[config.mk]
export PLATFORM = sky130hd
export DESIGN_NAME = fmtl_queue
export DESIGN_NICKNAME = d
export VERILOG_FILES = /design/src/rtl/fmtl_pkg.sv /design/src/rtl/fmtl_queue.sv
export SDC_FILE = /design/constraint.sdc
export NUM_CORES = 1
export LEC_CHECK = 0
export ABC_AREA = 1
export BUFFER_PORTS_ARGS = -buffer_cell sky130_fd_sc_hd__buf_2
export CAP_MARGIN = 20
export CORE_AREA = 2 2 234 236
export DETAILED_ROUTE_END_ITERATION = 10
export DIE_AREA = 0 0 236 238
export GPL_ROUTABILITY_DRIVEN = 0
export PLACE_DENSITY_LB_ADDON = 0.08
export RECOVER_POWER = 100
export SYNTH_ARGS = -nofsm -noshare
export SYNTH_HDL_FRONTEND = slang
export SYNTH_SLANG_ARGS = --single-unit
[constraint.sdc]
create_clock -name clk -period 5.47 [get_ports clk]
set_clock_uncertainty 0.15 [all_clocks]
set_input_delay 0.8205 -clock clk [delete_from_list [all_inputs] [get_ports clk]]
set_output_delay 0.8205 -clock clk [all_outputs]
set_load 0.05 [all_outputs]
[src/rtl/fmtl_pkg.sv]
// Shared types, constants and the interpolation function of the field map lookup.
// No dependencies.
`default_nettype none
package fmtl_pkg;
  localparam int MAP_POINTS  = 32768;
  localparam int FIELD_BITS  = 24;
  localparam int ADDR_BITS   = $clog2(MAP_POINTS);
  localparam int COORD_BITS  = 24;
  localparam int DIM_BITS    = 10;
  localparam int FRAC_BITS   = 16;
  localparam int CFG_BITS    = 30;
  localparam int QUEUE_DEPTH = 4;
  localparam int MAG_BITS    = COORD_BITS + 1;
  localparam int PROD_BITS   = MAG_BITS + COORD_BITS;

  typedef enum logic [2:0] {
    REG_X_ORIGIN, REG_Y_ORIGIN, REG_Z_ORIGIN,
    REG_X_INV, REG_Y_INV, REG_Z_INV, REG_GRID_DIMS
  } reg_index_t;

  typedef logic signed [FIELD_BITS-1:0] field_t;

  typedef struct packed {
    logic signed [COORD_BITS-1:0] x_origin;
    logic signed [COORD_BITS-1:0] y_origin;
    logic signed [COORD_BITS-1:0] z_origin;
    logic [COORD_BITS-1:0]        x_inv;
    logic [COORD_BITS-1:0]        y_inv;
    logic [COORD_BITS-1:0]        z_inv;
    logic [DIM_BITS-1:0]          xn;
    logic [DIM_BITS-1:0]          yn;
    logic [DIM_BITS-1:0]          zn;
  } cfg_t;

  typedef struct packed {
    logic                 kind;
    logic [ADDR_BITS-1:0] entry_index;
    field_t               bx;
    field_t               by;
    field_t               bz;
    logic [2:0]           neg;
    logic [MAG_BITS-1:0]  dx;
    logic [MAG_BITS-1:0]  dy;
    logic [MAG_BITS-1:0]  dz;
  } work_t;

  typedef struct packed {
    logic                 kind;
    logic                 ok;
    logic [FRAC_BITS-1:0] fx;
    logic [FRAC_BITS-1:0] fy;
    logic [FRAC_BITS-1:0] fz;
    logic [ADDR_BITS-1:0] entry_index;
    field_t               bx;
    field_t               by;
    field_t               bz;
  } ctl_t;

  // lo + (hi - lo) * f / 65536, rounded half up.
  function automatic field_t lerp(field_t lo, field_t hi, logic [FRAC_BITS-1:0] f);
    logic signed [FIELD_BITS:0]             diff;
    logic signed [FIELD_BITS+FRAC_BITS+1:0] prod;
    logic signed [FIELD_BITS+FRAC_BITS+3:0] sum;
    diff = {hi[FIELD_BITS-1], hi} - {lo[FIELD_BITS-1], lo};
    prod = diff * $signed({1'b0, f});
    sum  = ($signed({{(FRAC_BITS+4){lo[FIELD_BITS-1]}}, lo}) <<< FRAC_BITS)
         + $signed({{2{prod[FIELD_BITS+FRAC_BITS+1]}}, prod})
         + $signed((FIELD_BITS+FRAC_BITS+4)'(1 << (FRAC_BITS-1)));
    return sum[FIELD_BITS+FRAC_BITS-1:FRAC_BITS];
  endfunction
endpackage
`default_nettype wire

[src/rtl/fmtl_queue.sv]
// Short queue between the front end and the lookup pipeline.
// Depends on fmtl_pkg.
`default_nettype none
module fmtl_queue (
  input  logic            clk,
  input  logic            rst,
  input  logic            push,
  input  fmtl_pkg::work_t push_data,
  output logic            full,
  input  logic            pop,
  output logic            not_empty,
  output fmtl_pkg::work_t head
);
  localparam int PW = $clog2(fmtl_pkg::QUEUE_DEPTH);
  fmtl_pkg::work_t slots [fmtl_pkg::QUEUE_DEPTH];
  logic [PW-1:0] wr_ptr, rd_ptr;
  logic [PW:0]   count;

  assign full      = (count == (PW+1)'(fmtl_pkg::QUEUE_DEPTH));
  assign not_empty = (count != '0);
  assign head      = slots[rd_ptr];

  always_ff @(posedge clk) begin
    if (push) begin
      slots[wr_ptr] <= push_data;
    end
  end

  always_ff @(posedge clk) begin
    if (rst) begin
      wr_ptr <= '0;
      rd_ptr <= '0;
      count  <= '0;
    end else begin
      if (push) wr_ptr <= wr_ptr + PW'(1);
      if (pop) rd_ptr <= rd_ptr + PW'(1);
      count <= count + (PW+1)'(push) - (PW+1)'(pop);
    end
  end

  a_no_overflow: assert property (@(posedge clk) disable iff (rst) full |-> !push)
    else $error("queue written while full");
  a_no_underflow: assert property (@(posedge clk) disable iff (rst) !not_empty |-> !pop)
    else $error("queue read while empty");
  a_count_step: assert property (@(posedge clk) disable iff (rst)
    push && !pop |=> count == $past(count) + (PW+1)'(1))
    else $error("queue count did not advance");
endmodule
`default_nettype wire

After elaboration in Yosys (flattened, before gate mapping)
Memories as Yosys holds them, arrays and structs flattened. A register that Yosys moved wholly into a read port is not among the register bits. Index checks and enable logic that the tools add are counted.

Add/subtract/negate cells: 4. Eq/ne operators: 1. Mux-type cells: 4. Reduce and logical (&&, ||, !) cells: 1.

Operators with widths (number): $add A2 B1 Y2 const B (2); $mux W2 (2); $add A3 B1 Y3 (1); $eq A3 B3 Y1 const B (1); $reduce_bool A3 Y1 (1); $sub A3 B1 Y3 (1); $mux W1 (2).

Register bits after elaboration: 7. RAM bits: 664. Input port bits: 170. Output and inout port bits: 168. Logic and storage cells: 14. Memories kept: 1.

Memory list: slots (words 4, width 166, rd ports 1, clocked after memory_dff 1, wr ports 1, line fmtl_queue.sv:15) `fmtl_pkg::work_t slots [fmtl_pkg::QUEUE_DEPTH];`.

Depth between registers and ports, before layout
Word-level depth: 3. Gate-level depth with buffers: 8.

Least setup slack after synthesis
OpenSTA, ideal clock, no wires.

Kind: in2reg. Start: in push. End: mem slots[2][0] (netlist bit), enable pin. Library setup time: 518 ps. Arrival time: 4045 ps. Data required time: 4802 ps. Path slack: 757 ps. Stages on the path: 2. Cells stage by stage: nand2_1 > inv_1.

Longest elaborated chain between the ends: 2.

Ends and longest elaborated chain: from (decl) (line fmtl_queue.sv:7) `input logic push,`; $mux W1 (line fmtl_queue.sv:24) `if (push) begin`; $mux W1 (not written as such) (line fmtl_queue.sv:25) `slots[wr_ptr] <= push_data;`; to (decl) (line fmtl_queue.sv:15).

No other way between the ends.

==> results.txt <==
Post-synthesis cell count -> 1,993
Io pins -> 338
DR iter-0 viols -> 878
Worst Setup End Kind -> output pin
Total Power -> 12,100 uW
Max Freq -> 227 MHz
Post-route ant nets -> 0
Vias per cell -> 5.04
Launching point of the worst reg2reg path -> wr_ptr[1]
Mapped cell area -> 26,600 sq um
Number of global-route vias before repair -> 14,700
Post-synthesis cell type count -> 17
Effective utilization at floorplan -> 0.497
Failing checks -> capacitance limit, slew limit
Met1 WL -> 22,700 um
Layout cells sized above 1 -> 0.0584
Initial antenna violation count -> 8
Tcrit/Tclk final -> 0.807
Die area -> 56,200 sq um
Clock Sinks -> 673
Setup TNS -> 0 ns
Share of power burned in registers -> 0.494
H-tree depth -> 3
Psw -> 3170 uW
List of most frequent post-synthesis cells -> edfxtp_1 (664), inv_1 (348), nand2_1 (340), a21oi_1 (172), o211ai_1 (166)
Final-stage net count -> 2,488
Via count -> 15,400
Pre-antenna DRT Iters -> 5
Flops & latches, synth -> 673
RSZ-0062 raised after global routing -> no
Avg Cell Area, Syn -> 13.3 sq um
Reg clk slew, reported paths -> 0.06 ns
Die W -> 236 um
Routed wl met3 -> 3870 um
Metal2 WL -> 26,100 um
Critical-path top delay cell -> dfxtp_2
CTS Buffer Depth -> 3
Uppermost layer routed -> met5
Critical Path Fanout Max -> 140
Peak supply drop -> 0.285 mV
Status -> finished with violations
Max Cap Viol -> 8
Worst R2R End -> slots[1][42]
Worst path bufs/invs -> 2
Clock Tree Root -> clkbuf_16
DRC viols -> 0
Top area cells in the synthesized netlist -> edfxtp_1 (75%), inv_1 (4.9%), nand2_1 (4.8%)
Async SR Flop Fraction -> 0
CP delay by family, top -> flip-flops
DP Cell Count -> 2,935
Final min period -> 4.41 ns
Area leader, netlist -> edfxtp_1
Clock power share -> 0.382
Worst-Margin Slew -> 3.10 ns
Total wire length -> 53,900 um
Hold_buf cts -> 0
Hold WC Path Type -> reg2reg
First-pass GRT wire length -> 82,700 um
Internal power -> 8960 uW
Sw Share -> 0.261
Routed len/inst -> 17.6 um
Sequential area share after synthesis -> 0.756
Most common cell in the netlist -> edfxtp_1
Gr usage total -> 0.191
Post-CTS Setup Inserts -> 0
Layout area overhead -> 14.5%
Synth Flop Type -> edfxtp_1
TritonCTS buffer count -> 70
Dpl hpwl -> 31,400 um
Combinational power share -> 0.124
Final setup fails -> 0
Fin. Hold Viols -> 0
Top cell type's share of synthesized area -> 0.750
Pin count of the biggest net entering global routing -> 141
Number of synthesized flops with an enable pin -> 664
Crit-path max cell delay -> 1.45 ns
Setup Crit Path Kind -> reg2out
TritonCTS clock tree -> built
Clk Latency, worst-skew pair -> 0.58 ns
Row cnt -> 85
Post-cts resize count -> 0
R2R setup slack -> 1.20 ns
Slew margin rel. -> -1.07
Hold depth -> 2
Post-Layout Cell Count -> 3,064
Worst path required time -> 4.50 ns
Max-slew violation count -> 499
Mapped Nets -> 2,170
Synth Warn # -> 0
HP Start -> rd_ptr[1]
PortBufs -> 337
Total gr overflow -> 0
Nature of the critical path startpoint -> register
WP data arrival -> 3.44 ns
DIE HEIGHT -> 238 um
Core Box Area -> 53,500 sq um
R2R cell count -> 5
Power density cells -> 398 nW/um^2
Critical-path cell list -> buf_12 -> o211ai_1 -> nand2_1 -> clkbuf_1
Leakage -> 0.0111 uW
[cells by family after synthesis]
kind of cell,synth area share
flops,0.756
buf+inv,0.0799
fa+ha+maj,0.00358
simple gates,0.0489
compound gates,0.111
[placed cells by master, fill, tap and decap left out]
cell type,count
nor2_1,4
buf_12,7
diode_2,4
o21ai_1,102
o21ai_0,68
edfxtp_1,664
clkinv_1,12
dfxtp_1,7
fa_1,1
dfxtp_2,1
dfxtp_4,1
clkbuf_1,337
bufinv_16,6
buf_2,22
inv_6,4
clkbuf_2,2
a21oi_1,172
ha_1,6
clkinvlp_4,3
buf_4,7
nand3_1,2
nand2_1,340
clkbuf_16,74
clkbuf_8,1
clkinv_2,9
inv_1,345
clkinv_8,1
o211ai_1,166
[power groups by stage]
stage | sequential, uW | clock, uW | combinational (uW)
3_3_place_gp | 6080 | 0 | 1570
2_1_floorplan | 6080 | 0 | 1180
4_1_cts | 5980 | 4760 | 1590
3_5_place_dp | 6090 | 0 | 1590
6_report | 5980 | 4630 | 1510
5_1_grt | 6000 | 4970 | 1630
[through the flow]
stage	worst slack, ns	utilization	hold WS, ns	area [sq um]
3_5_place_dp	2.35	0.535	0.307	28600
3_3_place_gp	2.38	0.535	0.295	28600
6_report	1.06	0.569	0.318	30400
5_1_grt	0.763	0.569	0.313	30400
2_1_floorplan	0.757	-	0.286	26600
4_1_cts	1.72	0.577	0.241	30900
[worst max-delay path by stage]
stage              from          end  slack, ns  cells past startpoint
2_1_floorplan      push  slots[2][0]       0.76                      2
5_1_grt        register     head[11]       0.76                      4
3_3_place_gp   register    head[109]       2.38                      4
4_1_cts        register    head[103]       1.72                      4
6_report       register    head[102]       1.06                      4
3_5_place_dp   register     head[90]       2.35                      5
[state kept, by name, summed over array words and instances (netlist names), named ones only]
signal / cells
slots: 664
count: 3
wr_ptr: 2
rd_ptr: 2
[worst reg2reg max path, delay by kind of cell (launching register included)]
kind / cells / cell delay [ns]
simple gates: 1 / 0.10
fa+ha+maj: 1 / 0.18
buf+inv: 3 / 2.93
flops: 1 / 0.35
[metal layers]
metal	GRT usage	up-vias
li1	-	7608
met1	0.245	7383
met2	0.314	352
met3	0.0560	84
met4	0.0645	12
met5	0	-
[layout make-up]
type | instances | area [sq um]
inverter | 348 | 1320
clock inverter | 32 | 319
clock buffer | 93 | 1930
antenna | 4 | 10.0
timing repair buffer | 357 | 1510
sequential | 673 | 20100
tap | 696 | 871
fill | 4525 | 23100
multi-input combinational | 861 | 4350
(Power assumes the default switching activity.)
